### config.mk
export PLATFORM = sky130hd
export DESIGN_NAME = vm_effective_address_unit_core_flat
export DESIGN_NICKNAME = d
export VERILOG_FILES = /design/src/rtl/vmea_pkg.sv /design/src/rtl/vmea_req_if.sv /design/src/rtl/vmea_rsp_if.sv /design/src/rtl/vmea_regfile.sv /design/src/rtl/vmea_calc.sv /design/src/rtl/vm_effective_address_unit_core.sv /design/src/flat_wrapper.sv
export SDC_FILE = /design/constraint.sdc
export NUM_CORES = 2
export LEC_CHECK = 0
export BUFFER_PORTS_ARGS = -buffer_cell sky130_fd_sc_hd__buf_2
export CAP_MARGIN = 30
export CORE_MARGIN = 1.5
export CORE_UTILIZATION = 44
export DETAILED_ROUTE_END_ITERATION = 6
export PLACE_DENSITY = 0.72
export SETUP_SLACK_MARGIN = 0.05
export SYNTH_ARGS = -nofsm -noshare
export SYNTH_HDL_FRONTEND = slang
export SYNTH_SLANG_ARGS = --single-unit
### constraint.sdc
create_clock -name i_clk -period 7.9 [get_ports i_clk]
set_input_delay 1.58 -clock i_clk [delete_from_list [all_inputs] [get_ports i_clk]]
set_output_delay 1.58 -clock i_clk [all_outputs]
set_load 0.01 [all_outputs]
### src/rtl/vmea_pkg.sv
// Shared types and constants for the effective address unit.
package vmea_pkg;

    // Bytes in one instruction or extension word.
    localparam logic [31:0] WORD_BYTES = 32'd4;
    localparam logic [2:0]  WORD_SIZE  = 3'd4;

    // Action codes of an input item.
    localparam logic ACT_WRITE = 1'b0;
    localparam logic ACT_EVAL  = 1'b1;

    // Configuration register indexes.
    localparam logic [1:0] CFG_DATA_BASE  = 2'd0;
    localparam logic [1:0] CFG_CONST_BASE = 2'd1;
    localparam logic [1:0] CFG_BIG_ENDIAN = 2'd2;

    // Addressing modes; codes above MODE_PC are unused.
    typedef enum logic [3:0] {
        MODE_DIRECT      = 4'd0,
        MODE_IND         = 4'd1,
        MODE_IND_OFF     = 4'd2,
        MODE_IND_OFF_UPD = 4'd3,
        MODE_IDX         = 4'd4,
        MODE_IDX_UPD     = 4'd5,
        MODE_SCALED      = 4'd6,
        MODE_SCALED_UPD  = 4'd7,
        MODE_CTR         = 4'd8,
        MODE_DATA        = 4'd9,
        MODE_CONST       = 4'd10,
        MODE_LIT         = 4'd11,
        MODE_PC          = 4'd12
    } t_mode;

    // Result kinds.
    typedef enum logic [1:0] {
        KIND_REG   = 2'd0,
        KIND_MEM   = 2'd1,
        KIND_CTR   = 2'd2,
        KIND_WRITE = 2'd3
    } t_kind;

    // One input item.
    typedef struct packed {
        logic        action;
        logic [3:0]  mode;
        logic [4:0]  reg_sel;
        logic [31:0] ext_word;
        logic [31:0] inst_addr;
        logic [2:0]  operand_size;
        logic [31:0] write_value;
    } t_ea_req;

    // One result item.
    typedef struct packed {
        logic [1:0]  result_kind;
        logic [31:0] address;
        logic [4:0]  operand_reg;
        logic [31:0] next_inst_addr;
        logic        base_updated;
    } t_ea_rsp;

endpackage

### src/rtl/vmea_req_if.sv
// Request channel: valid/ready handshake with the input item fields.
interface vmea_req_if;
    logic        valid;
    logic        ready;
    logic        action;
    logic [3:0]  mode;
    logic [4:0]  reg_sel;
    logic [31:0] ext_word;
    logic [31:0] inst_addr;
    logic [2:0]  operand_size;
    logic [31:0] write_value;

    modport source (
        output valid, action, mode, reg_sel, ext_word, inst_addr, operand_size,
               write_value,
        input  ready
    );

    modport sink (
        input  valid, action, mode, reg_sel, ext_word, inst_addr, operand_size,
               write_value,
        output ready
    );
endinterface

### src/rtl/vmea_rsp_if.sv
// Response channel: valid/ready handshake with the result item fields.
interface vmea_rsp_if;
    logic        valid;
    logic        ready;
    logic [1:0]  result_kind;
    logic [31:0] address;
    logic [4:0]  operand_reg;
    logic [31:0] next_inst_addr;
    logic        base_updated;

    modport source (
        output valid, result_kind, address, operand_reg, next_inst_addr,
               base_updated,
        input  ready
    );

    modport sink (
        input  valid, result_kind, address, operand_reg, next_inst_addr,
               base_updated,
        output ready
    );
endinterface

### src/rtl/vmea_regfile.sv
// Register file: synchronous memory with two read ports, one write port and
// per-entry valid bits so that unwritten entries read as zero after reset.
module vmea_regfile #(
    parameter int NUM_REGS = 32,
    parameter int IDX_W    = 5
) (
    input  logic             i_clk,
    input  logic             i_rst_n,
    input  logic             i_rd_en,
    input  logic [IDX_W-1:0] i_rd_idx_a,
    input  logic [IDX_W-1:0] i_rd_idx_b,
    output logic [31:0]      o_rd_data_a,
    output logic [31:0]      o_rd_data_b,
    input  logic             i_wr_en,
    input  logic [IDX_W-1:0] i_wr_idx,
    input  logic [31:0]      i_wr_data
);

    logic [31:0]         r_mem [NUM_REGS];
    logic [NUM_REGS-1:0] r_vld;
    logic [31:0]         r_rd_a;
    logic [31:0]         r_rd_b;
    logic                r_rd_vld_a;
    logic                r_rd_vld_b;

    // Memory array: write port and registered read ports.
    always_ff @(posedge i_clk) begin
        if (i_wr_en) begin
            r_mem[i_wr_idx] <= i_wr_data;
        end
        if (i_rd_en) begin
            r_rd_a <= r_mem[i_rd_idx_a];
            r_rd_b <= r_mem[i_rd_idx_b];
        end
    end

    // Valid bits: cleared by reset, set by the first write of an entry.
    always_ff @(posedge i_clk) begin
        if (!i_rst_n) begin
            r_vld      <= '0;
            r_rd_vld_a <= 1'b0;
            r_rd_vld_b <= 1'b0;
        end else begin
            if (i_wr_en) begin
                r_vld[i_wr_idx] <= 1'b1;
            end
            if (i_rd_en) begin
                r_rd_vld_a <= r_vld[i_rd_idx_a];
                r_rd_vld_b <= r_vld[i_rd_idx_b];
            end
        end
    end

    // An entry never written since reset reads as zero.
    assign o_rd_data_a = r_rd_vld_a ? r_rd_a : 32'd0;
    assign o_rd_data_b = r_rd_vld_b ? r_rd_b : 32'd0;

endmodule

### src/rtl/vmea_calc.sv
// Address calculation: decodes the mode and forms the result item from the
// register file read data and the configuration registers.
module vmea_calc #(
    parameter int ADDR_BITS = 32
) (
    input  vmea_pkg::t_ea_req i_req,
    input  logic [31:0]       i_rd_data_a,
    input  logic [31:0]       i_rd_data_b,
    input  logic [4:0]        i_operand_reg,
    input  logic [31:0]       i_data_base,
    input  logic [31:0]       i_const_base,
    input  logic              i_big_endian,
    output vmea_pkg::t_ea_rsp o_rsp
);
    import vmea_pkg::*;

    // Address wrap mask; wider address spaces still land in a 32-bit field.
    localparam logic [31:0] ADDR_MASK =
        (ADDR_BITS >= 32) ? 32'hFFFF_FFFF : 32'((64'd1 << ADDR_BITS) - 64'd1);

    logic [31:0] ia4;
    logic [31:0] prod;
    logic [31:0] addr;
    logic [31:0] next_addr;
    logic [2:0]  lit_size;
    logic [31:0] lit_pad;
    logic        upd;
    logic [1:0]  kind;
    logic [4:0]  opreg;

    // Word after the opcode, scaled index and literal placement.
    always_comb begin
        ia4      = i_req.inst_addr + WORD_BYTES;
        prod     = i_rd_data_b * 32'(i_req.ext_word[31:16]);
        lit_size = ((i_req.operand_size == 3'd0) || (i_req.operand_size > WORD_SIZE))
                   ? WORD_SIZE : i_req.operand_size;
        lit_pad  = i_big_endian ? 32'(WORD_SIZE - lit_size) : 32'd0;
    end

    // Mode decode.
    always_comb begin
        kind      = KIND_MEM;
        addr      = 32'd0;
        next_addr = i_req.inst_addr;
        upd       = 1'b0;
        opreg     = 5'd0;
        unique case (t_mode'(i_req.mode)) inside
            MODE_DIRECT: begin
                kind  = KIND_REG;
                opreg = i_operand_reg;
            end
            MODE_IND: begin
                addr = i_rd_data_a;
            end
            MODE_IND_OFF, MODE_IND_OFF_UPD: begin
                addr      = i_rd_data_a + i_req.ext_word;
                next_addr = ia4;
                upd       = (i_req.mode == MODE_IND_OFF_UPD);
            end
            MODE_IDX, MODE_IDX_UPD: begin
                addr      = i_rd_data_a + i_rd_data_b;
                next_addr = ia4;
                upd       = (i_req.mode == MODE_IDX_UPD);
            end
            MODE_SCALED, MODE_SCALED_UPD: begin
                addr      = i_rd_data_a + prod;
                next_addr = ia4;
                upd       = (i_req.mode == MODE_SCALED_UPD);
            end
            MODE_CTR: begin
                kind = KIND_CTR;
            end
            MODE_DATA: begin
                addr      = i_data_base + i_req.ext_word;
                next_addr = ia4;
            end
            MODE_CONST: begin
                addr      = i_const_base + i_req.ext_word;
                next_addr = ia4;
            end
            MODE_LIT: begin
                addr      = ia4 + lit_pad;
                next_addr = ia4;
            end
            MODE_PC: begin
                addr      = ia4 + {i_req.ext_word[29:0], 2'b00};
                next_addr = ia4;
            end
            default: begin
                // Unused mode codes: memory kind at address zero.
                addr = 32'd0;
            end
        endcase
    end

    // Result item; a register write reports only its kind.
    always_comb begin
        if (i_req.action == ACT_WRITE) begin
            o_rsp             = '0;
            o_rsp.result_kind = KIND_WRITE;
        end else begin
            o_rsp.result_kind    = kind;
            o_rsp.address        = addr & ADDR_MASK;
            o_rsp.operand_reg    = opreg;
            o_rsp.next_inst_addr = next_addr & ADDR_MASK;
            o_rsp.base_updated   = upd;
        end
    end

endmodule

### src/rtl/vm_effective_address_unit_core.sv
// Effective address unit top level: handshake control, configuration and
// register file read-modify-write.
//
//   Channel   Direction  Handshake       Carries
//   i_req     in         valid / ready   action, mode, reg_sel, ext_word, ...
//   o_rsp     out        valid / ready   result_kind, address, next_inst_addr
//   i_cfg_*   in         write enable    data_base, const_base, big_endian
//
// An item is handled in order: the register file read at the accepting edge,
// then address calculation and base write-back while r_busy is set, which also
// loads the output register. No new item is taken while r_busy is set, so an
// item is taken only once the last one is calculated and the output is free or draining.
// Reset clears the register file valid bits at once; no clearing pass.
// A stalled output register holds off the next item.
module vm_effective_address_unit_core #(
    parameter int NUM_REGS  = 32,
    parameter int ADDR_BITS = 32
) (
    input  logic        i_clk,
    input  logic        i_rst_n,
    vmea_req_if.sink    i_req,
    vmea_rsp_if.source  o_rsp,
    input  logic        i_cfg_we,
    input  logic [1:0]  i_cfg_idx,
    input  logic [31:0] i_cfg_wdata
);
    import vmea_pkg::*;

    localparam int IDX_W = (NUM_REGS > 1) ? $clog2(NUM_REGS) : 1;

    // Register number reduction table for 8-bit selectors.
    typedef logic [IDX_W-1:0] t_mod_tbl [256];

    function automatic t_mod_tbl f_mod_tbl();
        t_mod_tbl tbl;
        for (int i = 0; i < 256; i++) begin
            tbl[i] = IDX_W'(i % NUM_REGS);
        end
        return tbl;
    endfunction

    localparam t_mod_tbl MOD_TBL = f_mod_tbl();

    logic             acc;
    logic             r_busy;
    logic             r_out_vld;
    t_ea_req          r_req;
    t_ea_rsp          r_rsp;
    t_ea_rsp          calc_rsp;
    logic [IDX_W-1:0] r_rsel;
    logic [IDX_W-1:0] r_bidx;
    logic [31:0]      r_data_base;
    logic [31:0]      r_const_base;
    logic             r_big_endian;
    logic [IDX_W-1:0] in_rsel;
    logic [IDX_W-1:0] in_bidx;
    logic [IDX_W-1:0] in_xidx;
    logic [IDX_W-1:0] rd_idx_a;
    logic             in_indexed;
    logic [31:0]      rd_data_a;
    logic [31:0]      rd_data_b;
    logic             wr_en;
    logic [IDX_W-1:0] wr_idx;
    logic [31:0]      wr_data;

    // Input handshake: one item in flight, output register free or draining.
    assign i_req.ready = !r_busy && (!r_out_vld || o_rsp.ready);
    assign acc         = i_req.valid && i_req.ready;

    // Register selectors reduced to the register file depth.
    always_comb begin
        in_rsel    = MOD_TBL[{3'b000, i_req.reg_sel}];
        in_bidx    = MOD_TBL[i_req.ext_word[7:0]];
        in_xidx    = MOD_TBL[i_req.ext_word[15:8]];
        in_indexed = (i_req.mode == MODE_IDX) || (i_req.mode == MODE_IDX_UPD) ||
                     (i_req.mode == MODE_SCALED) || (i_req.mode == MODE_SCALED_UPD);
        rd_idx_a   = in_indexed ? in_bidx : in_rsel;
    end

    vmea_regfile #(
        .NUM_REGS (NUM_REGS),
        .IDX_W    (IDX_W)
    ) u_regfile (
        .i_clk       (i_clk),
        .i_rst_n     (i_rst_n),
        .i_rd_en     (acc),
        .i_rd_idx_a  (rd_idx_a),
        .i_rd_idx_b  (in_xidx),
        .o_rd_data_a (rd_data_a),
        .o_rd_data_b (rd_data_b),
        .i_wr_en     (wr_en),
        .i_wr_idx    (wr_idx),
        .i_wr_data   (wr_data)
    );

    vmea_calc #(
        .ADDR_BITS (ADDR_BITS)
    ) u_calc (
        .i_req         (r_req),
        .i_rd_data_a   (rd_data_a),
        .i_rd_data_b   (rd_data_b),
        .i_operand_reg (5'(r_rsel)),
        .i_data_base   (r_data_base),
        .i_const_base  (r_const_base),
        .i_big_endian  (r_big_endian),
        .o_rsp         (calc_rsp)
    );

    // Write-back in the calculation cycle: a register load or a base update.
    always_comb begin
        wr_en   = r_busy && ((r_req.action == ACT_WRITE) || calc_rsp.base_updated);
        wr_idx  = ((r_req.action == ACT_WRITE) || (r_req.mode == MODE_IND_OFF_UPD))
                  ? r_rsel : r_bidx;
        wr_data = (r_req.action == ACT_WRITE) ? r_req.write_value : calc_rsp.address;
    end

    // Request capture; the payload needs no reset.
    always_ff @(posedge i_clk) begin
        if (acc) begin
            r_req.action       <= i_req.action;
            r_req.mode         <= i_req.mode;
            r_req.reg_sel      <= i_req.reg_sel;
            r_req.ext_word     <= i_req.ext_word;
            r_req.inst_addr    <= i_req.inst_addr;
            r_req.operand_size <= i_req.operand_size;
            r_req.write_value  <= i_req.write_value;
            r_rsel             <= in_rsel;
            r_bidx             <= in_bidx;
        end
        if (r_busy) begin
            r_rsp <= calc_rsp;
        end
    end

    // Item sequencing and output register valid.
    always_ff @(posedge i_clk) begin
        if (!i_rst_n) begin
            r_busy    <= 1'b0;
            r_out_vld <= 1'b0;
        end else begin
            if (acc) begin
                r_busy <= 1'b1;
            end else if (r_busy) begin
                r_busy <= 1'b0;
            end
            if (r_busy) begin
                r_out_vld <= 1'b1;
            end else if (o_rsp.ready) begin
                r_out_vld <= 1'b0;
            end
        end
    end

    // Configuration registers; unknown indexes are ignored.
    always_ff @(posedge i_clk) begin
        if (!i_rst_n) begin
            r_data_base  <= 32'd0;
            r_const_base <= 32'd0;
            r_big_endian <= 1'b0;
        end else if (i_cfg_we) begin
            unique case (i_cfg_idx)
                CFG_DATA_BASE:  r_data_base  <= i_cfg_wdata;
                CFG_CONST_BASE: r_const_base <= i_cfg_wdata;
                CFG_BIG_ENDIAN: r_big_endian <= i_cfg_wdata[0];
                default:        ;
            endcase
        end
    end

    // Output channel.
    assign o_rsp.valid          = r_out_vld;
    assign o_rsp.result_kind    = r_rsp.result_kind;
    assign o_rsp.address        = r_rsp.address;
    assign o_rsp.operand_reg    = r_rsp.operand_reg;
    assign o_rsp.next_inst_addr = r_rsp.next_inst_addr;
    assign o_rsp.base_updated   = r_rsp.base_updated;

`ifndef SYNTH
    // An accepted item always finds the output register empty next cycle.
    a_accept_to_busy: assert property (@(posedge i_clk) disable iff (!i_rst_n)
        acc |=> (r_busy && !r_out_vld))
        else $error("accepted item did not start calculation on an empty output");

    // Calculation clears busy in the next cycle and always delivers a result.
    a_busy_to_out: assert property (@(posedge i_clk) disable iff (!i_rst_n)
        r_busy |=> (r_out_vld && !r_busy))
        else $error("calculation cycle did not load the output register");

    // A base write-back only happens for a memory operand.
    a_upd_kind: assert property (@(posedge i_clk) disable iff (!i_rst_n)
        (r_out_vld && r_rsp.base_updated) |-> (r_rsp.result_kind == KIND_MEM))
        else $error("base update reported for a non-memory result");

    // A register file write always follows the acceptance of its own item.
    a_wr_after_acc: assert property (@(posedge i_clk) disable iff (!i_rst_n)
        wr_en |-> $past(acc))
        else $error("register file written without a preceding transfer");
`endif

endmodule

### src/flat_wrapper.sv
// flat-port wrapper written by rule: the top's interface ports become plain ports
module vm_effective_address_unit_core_flat import vmea_pkg::*;
#(
    parameter int NUM_REGS  = 32,
    parameter int ADDR_BITS = 32
)
  (i_clk, i_rst_n, i_cfg_we, i_cfg_idx, i_cfg_wdata, i_req_valid, i_req_action, i_req_mode, i_req_reg_sel, i_req_ext_word, i_req_inst_addr, i_req_operand_size, i_req_write_value, i_req_ready, o_rsp_valid, o_rsp_result_kind, o_rsp_address, o_rsp_operand_reg, o_rsp_next_inst_addr, o_rsp_base_updated, o_rsp_ready);
  vmea_req_if i_req_i ();
  vmea_rsp_if o_rsp_i ();
  input  logic i_clk;
  input  logic i_rst_n;
  input  logic i_cfg_we;
  input  logic [1:0] i_cfg_idx;
  input  logic [31:0] i_cfg_wdata;
  input wire logic [$bits(i_req_i.valid)-1:0] i_req_valid;
  input wire logic [$bits(i_req_i.action)-1:0] i_req_action;
  input wire logic [$bits(i_req_i.mode)-1:0] i_req_mode;
  input wire logic [$bits(i_req_i.reg_sel)-1:0] i_req_reg_sel;
  input wire logic [$bits(i_req_i.ext_word)-1:0] i_req_ext_word;
  input wire logic [$bits(i_req_i.inst_addr)-1:0] i_req_inst_addr;
  input wire logic [$bits(i_req_i.operand_size)-1:0] i_req_operand_size;
  input wire logic [$bits(i_req_i.write_value)-1:0] i_req_write_value;
  output wire logic [$bits(i_req_i.ready)-1:0] i_req_ready;
  output wire logic [$bits(o_rsp_i.valid)-1:0] o_rsp_valid;
  output wire logic [$bits(o_rsp_i.result_kind)-1:0] o_rsp_result_kind;
  output wire logic [$bits(o_rsp_i.address)-1:0] o_rsp_address;
  output wire logic [$bits(o_rsp_i.operand_reg)-1:0] o_rsp_operand_reg;
  output wire logic [$bits(o_rsp_i.next_inst_addr)-1:0] o_rsp_next_inst_addr;
  output wire logic [$bits(o_rsp_i.base_updated)-1:0] o_rsp_base_updated;
  input wire logic [$bits(o_rsp_i.ready)-1:0] o_rsp_ready;
  assign i_req_i.valid = i_req_valid;
  assign i_req_i.action = i_req_action;
  assign i_req_i.mode = i_req_mode;
  assign i_req_i.reg_sel = i_req_reg_sel;
  assign i_req_i.ext_word = i_req_ext_word;
  assign i_req_i.inst_addr = i_req_inst_addr;
  assign i_req_i.operand_size = i_req_operand_size;
  assign i_req_i.write_value = i_req_write_value;
  assign i_req_ready = i_req_i.ready;
  assign o_rsp_valid = o_rsp_i.valid;
  assign o_rsp_result_kind = o_rsp_i.result_kind;
  assign o_rsp_address = o_rsp_i.address;
  assign o_rsp_operand_reg = o_rsp_i.operand_reg;
  assign o_rsp_next_inst_addr = o_rsp_i.next_inst_addr;
  assign o_rsp_base_updated = o_rsp_i.base_updated;
  assign o_rsp_i.ready = o_rsp_ready;
  vm_effective_address_unit_core #(.NUM_REGS(NUM_REGS), .ADDR_BITS(ADDR_BITS)) u_core (.i_clk(i_clk), .i_rst_n(i_rst_n), .i_req(i_req_i), .o_rsp(o_rsp_i), .i_cfg_we(i_cfg_we), .i_cfg_idx(i_cfg_idx), .i_cfg_wdata(i_cfg_wdata));
endmodule
Yosys cells after proc, flatten, opt, wreduce, memory -nomap -nowiden
Memory sizes are Yosys's and may differ from the RTL's. A register that Yosys moved wholly into a read port is not among the register bits. Cells that the tools add are included.

Add/sub/neg operators: 9. Multipliers: 1. Magnitude comparators: 8. Equality and inequality tests: 18. Mux-type cells: 30. Bitwise operators: 5. Reductions and logical operators: 25.

Operators with widths (count): $pmux 32 s8 (1); $add 32x32->32 (7); $mux 32 (5); $mux 70 (1); $mux 5 (9); $add 32x3->32 const B (1); $eq 4x3->1 const B (8); $mul 32x16->32 (1); $or 32x32->32 (1); $ge 9x9->1 const B (3); $eq 4x4->1 const B (5); $lt 5x6->1 const B (3); $not 8->9 (2); $bmux 1 s5 (2); $reduce_or 10->1 (1); $not 5->9 (1); $eq 4x2->1 const B (2); $mux 1 (8); $reduce_and 2->1 (4); $logic_or 1x1->1 (7); $reduce_or 2->1 (3); $demux 1 s5 (1); $ge 5x1->1 const B (1); $eq 4x1->1 const B (1); other kinds (14) (18).

Flip-flop bits (word level): 287. RAM bits: 1024. Memory bits (read-only): 3840. Input bits: 148. Memories: 4.

Memories: (name not given) (words 256, bits a word 5, read ports 1, clocked after Yosys merged registers in 0, write ports 0, line vm_effective_address_unit_core.sv:74) `in_xidx = MOD_TBL[i_req.ext_word[15:8]];`; (name not given) (words 256, bits a word 5, read ports 1, clocked after Yosys merged registers in 0, write ports 0, line vm_effective_address_unit_core.sv:72) `in_rsel = MOD_TBL[{3'b000, i_req.reg_sel}];`; (name not given) (words 256, bits a word 5, read ports 1, clocked after Yosys merged registers in 0, write ports 0, line vm_effective_address_unit_core.sv:73) `in_bidx = MOD_TBL[i_req.ext_word[7:0]];`; u_core.u_regfile.r_mem (words 32, bits a word 32, read ports 2, clocked after Yosys merged registers in 2, write ports 1, line vmea_regfile.sv:19) `logic [31:0] r_mem [NUM_REGS];`.

Longest topological paths before layout
Word-level depth: 12. Mapped depth: 28. Depth with buffers taken out: 24.

Hierarchy
From an unflattened synthesis, not the netlist that was laid out.

Cells, all modules: 5669. Area, all modules: 81181.6 um^2.

By module, submodules not included: vmea_regfile (instances 1, cells each 2217, area each 50746.2 um^2); vmea_calc (instances 1, cells each 2928, area each 21953.6 um^2); vm_effective_address_unit_core (instances 1, cells each 524, area each 8481.9 um^2).

Least setup slack after synthesis
Ideal clock, no wire load.

Path type: register to register. Start: register u_core.u_regfile.r_rd_vld_b. End: memory u_core.u_regfile.r_mem[0][25] (data pin). Arrival time: 7.337 ns. Required time: 7.446 ns. Slack: 0.109 ns. Stages on the path, launching flop included: 27. Period minus slack after synthesis: 7.791 ns. Path through: dfxtp_1 -> clkbuf_1 -> clkbuf_1 -> and2_1 -> clkbuf_1 -> nand2_1 -> fa_1 -> inv_1 -> fa_1 -> inv_1 -> fa_1 -> inv_1 -> fa_1 -> fa_1 -> inv_1 -> fa_1 -> inv_1 -> ha_1 -> and3_1 -> and2_1 -> o2111ai_1 -> nand3_1 -> a221oi_1 -> xnor2_1 -> a221o_1 -> a21oi_1 -> o21ai_0.

Longest elaborated chain between the ends: 6.

RTL lines: start: declaration (line vmea_regfile.sv:24) `logic r_rd_vld_b;`; start signal: assignment (line vmea_regfile.sv:49) `r_rd_vld_b <= r_vld[i_rd_idx_b];`; $mux 32 (*) (line vmea_regfile.sv:56) `assign o_rd_data_b = r_rd_vld_b ? r_rd_b : 32'd0;`; $mul 32x16->32 (line vmea_calc.sv:34) `prod = i_rd_data_b * 32'(i_req.ext_word[31:16]);`; $add 32x32->32 (line vmea_calc.sv:66) `addr = i_rd_data_a + prod;`; $pmux 32 s8 (*) (line vmea_calc.sv:47) `unique case (t_mode'(i_req.mode)) inside`; $mux 70 (*) (line vmea_calc.sv:98) `if (i_req.action == ACT_WRITE) begin`; $mux 32 (*) (line vm_effective_address_unit_core.sv:114) `wr_data = (r_req.action == ACT_WRITE) ? r_req.write_value : calc_rsp.address;`; via u_core.u_regfile.i_wr_data[25] (line vmea_regfile.sv:16) `input logic [31:0] i_wr_data`; end: declaration (line vmea_regfile.sv:19).

The timed path passes the listed nets; every way through them passes the cells marked *.

Worst setup path in the final report
Start: register u_core.u_regfile.r_rd_vld_b. End: memory u_core.u_regfile.r_mem[23][17] (data pin).

Same word-level chain as after synthesis.

==> impl_metrics.env <==
export IMPL_drt_iter0_drc=8597
export IMPL_crit_path_end_kind="register"
export IMPL_htreeDepth=4
export IMPL_reg_largest_list="u_core.u_regfile.r_mem x1024, u_core.r_req x100"
export IMPL_power_density_nw_per_um2=208
export IMPL_dp_hpwl_um=178000
export IMPL_arrival_ps=8250
export IMPL_ff2ff_setup_slack_ps=170
export IMPL_antenna_found_initial=19
export IMPL_synth_edf_count=1269
export IMPL_whs_path_depth=2
export IMPL_synthToLayoutAreaGrowth_pct=12.6
export IMPL_cts_root_buf="clkbuf_16"
export IMPL_yosysUniqueCellTypes=89
export IMPL_ys_seq_area_share_pct=49.5
export IMPL_vias=56800
export IMPL_rsz0062_at_grt="false"
export IMPL_portBuffers=221
export IMPL_fin_crit_ps=7730
export IMPL_start_util_pct=44.2
export IMPL_required_ps=8420
export IMPL_regMostFlops="u_core.u_regfile.r_mem"
export IMPL_clock_latency_ps=810
export IMPL_start_kind="register"
export IMPL_worstPathMaxFanout=32
export IMPL_dp_slack_ps=-274
export IMPL_p_leak_nw=33.8
export IMPL_fin_nets=6927
export IMPL_avgSynthCellArea_um2=13.4
export IMPL_gp_congestion=1.05
export IMPL_dr_pass1_iters=6
export IMPL_numCtsBuffers=140
export IMPL_hp_class="reg -> reg"
export IMPL_cp_slowest_stage_delay_ps=510
export IMPL_worstRegToRegCells=27
export IMPL_largest_register_ff_count=1024
export IMPL_netlist_area_um2=81000
export IMPL_final_setup_worst_slack_ps=168
export IMPL_via_per_inst=6.44
export IMPL_post_route_period_util_pct=97.9
export IMPL_final_common_cell="edfxtp_1"
export IMPL_ys_warn_count=0
export IMPL_critical_path_top_delay_family="adder cells"
export IMPL_syn_inst=6026
export IMPL_rows=157
export IMPL_finalHoldViolations=0
export IMPL_max_slew_margin_pct=25.3
export IMPL_die_width_um=432
export IMPL_cpMostUsedCell="fa_1"
export IMPL_critical_path_slowest_cell="fa_1"
export IMPL_finalSetupViolations=0
export IMPL_tritoncts="done"
export IMPL_fin_worst_skew_ps=86.2
export IMPL_gr_total_overflow=0
export IMPL_drt_total_wl_um=274000
export IMPL_io_pins=222
export IMPL_min_from="u_core.r_data_base[16]"
export IMPL_yosys_most_used_dff="edfxtp_1"
export IMPL_ant_nets=0
export IMPL_synth_seq_cells=1370
export IMPL_path_buf_inv=8
export IMPL_grt_pass1_wl_um=390000
export IMPL_drv_slew=0
export IMPL_ir_drop_mv=0.162
export IMPL_reg2reg_to="u_core.u_regfile.r_mem[23][17]"
export IMPL_fmax_ghz=0.129
export IMPL_grt_pass1_vias=56200
export IMPL_utilization_pct=49.8
export IMPL_async_reset_ff_share_pct=0
export IMPL_outcome="complete, no violations"
export IMPL_critPathKind="reg -> reg"
export IMPL_cts_sinks=1370
export IMPL_rr_startpoint="u_core.u_regfile.r_rd_vld_b"
export IMPL_syn_nets=6705
export IMPL_die_area_um2=187000
export IMPL_clk_pin_slew_ps=70
export IMPL_worstMarginPinSlew_ps=1110
export IMPL_wl_per_cell_um=31.0
export IMPL_drive_gt1_share_pct=22.0
export IMPL_clk_path_buf_depth=3
export IMPL_drc_errors=0
export IMPL_core_um2=183000
export IMPL_timing_hold_ws_ps=470
export IMPL_whs_endpoint="u_core.r_data_base[16]"
export IMPL_die_height_um=432
export IMPL_drv_cap=0
export IMPL_track_usage_pct=29.0
export IMPL_cts_hold_buf=0
export IMPL_mostFrequentLayoutCells="1269 x edfxtp_1, 849 x nand2_1, 594 x mux4_2, 490 x inv_1, 338 x fa_1"
export IMPL_grt_max_degree=124
==> routing by layer <==
layer	vias up	track usage (%)	share of wire, %
met3	926	7.81	13
met1	28800	36.9	34
met5	-	0	0.040
met4	16	16.9	6.8
met2	4225	44.8	46
li1	22900	-	-
==> final cells by class <==
class	count	area, µm²
Fill cell	15300	91900
Antenna cell	4	10.0
Timing Repair Buffer	452	3410
Sequential cell	1370	40100
Tap cell	2464	3080
Multi-Input combinational cell	3793	38100
Clock buffer	178	3750
Clock inverter	75	888
Inverter	491	1840
==> metrics by stage <==
| stage | cells | area, µm² | TNS, ps | power, mW |
|---|---|---|---|---|
| 6_report | 8827 | 91200 | 0 | 18.9 |
| 5_1_grt | 8824 | 91200 | 0 | 19.5 |
| 4_1_cts | 8815 | 90900 | 0 | 18.9 |
| 3_5_place_dp | 8562 | 86300 | -15110 | 12.2 |
| 3_3_place_gp | 8554 | 86100 | -10680 | 12.1 |
| 2_1_floorplan | 6026 | 81000 | 0 | 10.8 |
==> cells by family (layout without fill, tap and decap cells) <==
logic type | count (synthesis) | in the layout | synth area share (%)
fa+ha+maj | 531 | 531 | 11.3
mux | 646 | 646 | 17.2
simple gates | 1622 | 1622 | 9.07
other cells | 0 | 4 | 0
flops | 1370 | 1370 | 49.5
xor+xnor | 202 | 202 | 2.18
compound gates | 792 | 792 | 6.59
buf+inv | 863 | 1196 | 4.07
==> tightest hold or removal path: cells and delay by family (launching register included) <==
family | cells | cell delay, ps
and+or+nand+nor | 1 | 50
AOI/OAI and AO/OA | 1 | 60
DFF | 1 | 310
==> worst max-delay path by stage <==
| stage | start | to | slack [ps] | cells past startpoint |
|---|---|---|---|---|
| final | u_core.u_regfile.r_rd_vld_b | u_core.u_regfile.r_mem[23][17] | 170 | 27 |
| after global routing | u_core.u_regfile.r_rd_vld_b | u_core.u_regfile.r_mem[18][22] | 40 | 26 |
| after CTS | u_core.u_regfile.r_rd_vld_b | u_core.u_regfile.r_mem[12][17] | 70 | 25 |
| after detailed placement | u_core.u_regfile.r_rd_vld_b | u_core.u_regfile.r_mem[13][17] | -270 | 25 |
| after global placement | u_core.u_regfile.r_rd_vld_b | u_core.u_regfile.r_mem[29][17] | -230 | 25 |
| after floorplan | u_core.u_regfile.r_rd_vld_b | u_core.u_regfile.r_mem[0][25] | 110 | 26 |
==> timing repair <==
| action | 4_1_cts | 5_1_grt |
|---|---|---|
| setup buffers | 0 | 3 |
| endpoints found under the setup margin | 161 | 473 |
| gates cloned | 0 | 0 |
| endpoints found under the hold margin | 0 | 0 |
| resized for setup | 8 | 23 |
==> synth_stat cells (17+ instances only) <==
| cell type | number | area (µm²) |
|---|---|---|
| nand2b_1 | 24 | 150 |
| mux2_2 | 35 | 394 |
| buf_1 | 48 | 180 |
| o21ai_0 | 143 | 716 |
| a21oi_1 | 158 | 791 |
| a22oi_1 | 47 | 353 |
| xnor2_1 | 125 | 1090 |
| dfxtp_1 | 101 | 2020 |
| a31oi_1 | 29 | 181 |
| nand3_1 | 207 | 1040 |
| o21a_1 | 57 | 428 |
| o21ai_1 | 18 | 90.1 |
| nor2b_1 | 19 | 119 |
| mux4_2 | 594 | 13400 |
| fa_1 | 338 | 6770 |
| nand2_1 | 849 | 3190 |
| ha_1 | 193 | 2410 |
| a21boi_0 | 66 | 495 |
| o22ai_1 | 23 | 144 |
| nand4_1 | 23 | 144 |
| xor2_1 | 77 | 674 |
| and2_1 | 47 | 294 |
| buf_2 | 46 | 230 |
| edfxtp_1 | 1269 | 38100 |
| a21o_1 | 74 | 556 |
| nor3_1 | 39 | 195 |
| a211oi_1 | 25 | 188 |
| mux2i_1 | 17 | 170 |
| clkbuf_1 | 278 | 1040 |
| and3_1 | 166 | 1040 |
| nor2_1 | 181 | 679 |
| inv_1 | 491 | 1840 |
==> power by group <==
| group | switching, mW | internal (mW) |
|---|---|---|
| logic | 2.43 | 1.40 |
| clock network | 3.00 | 3.75 |
| registers | 0.128 | 8.23 |
(Power assumes the default switching activity.)
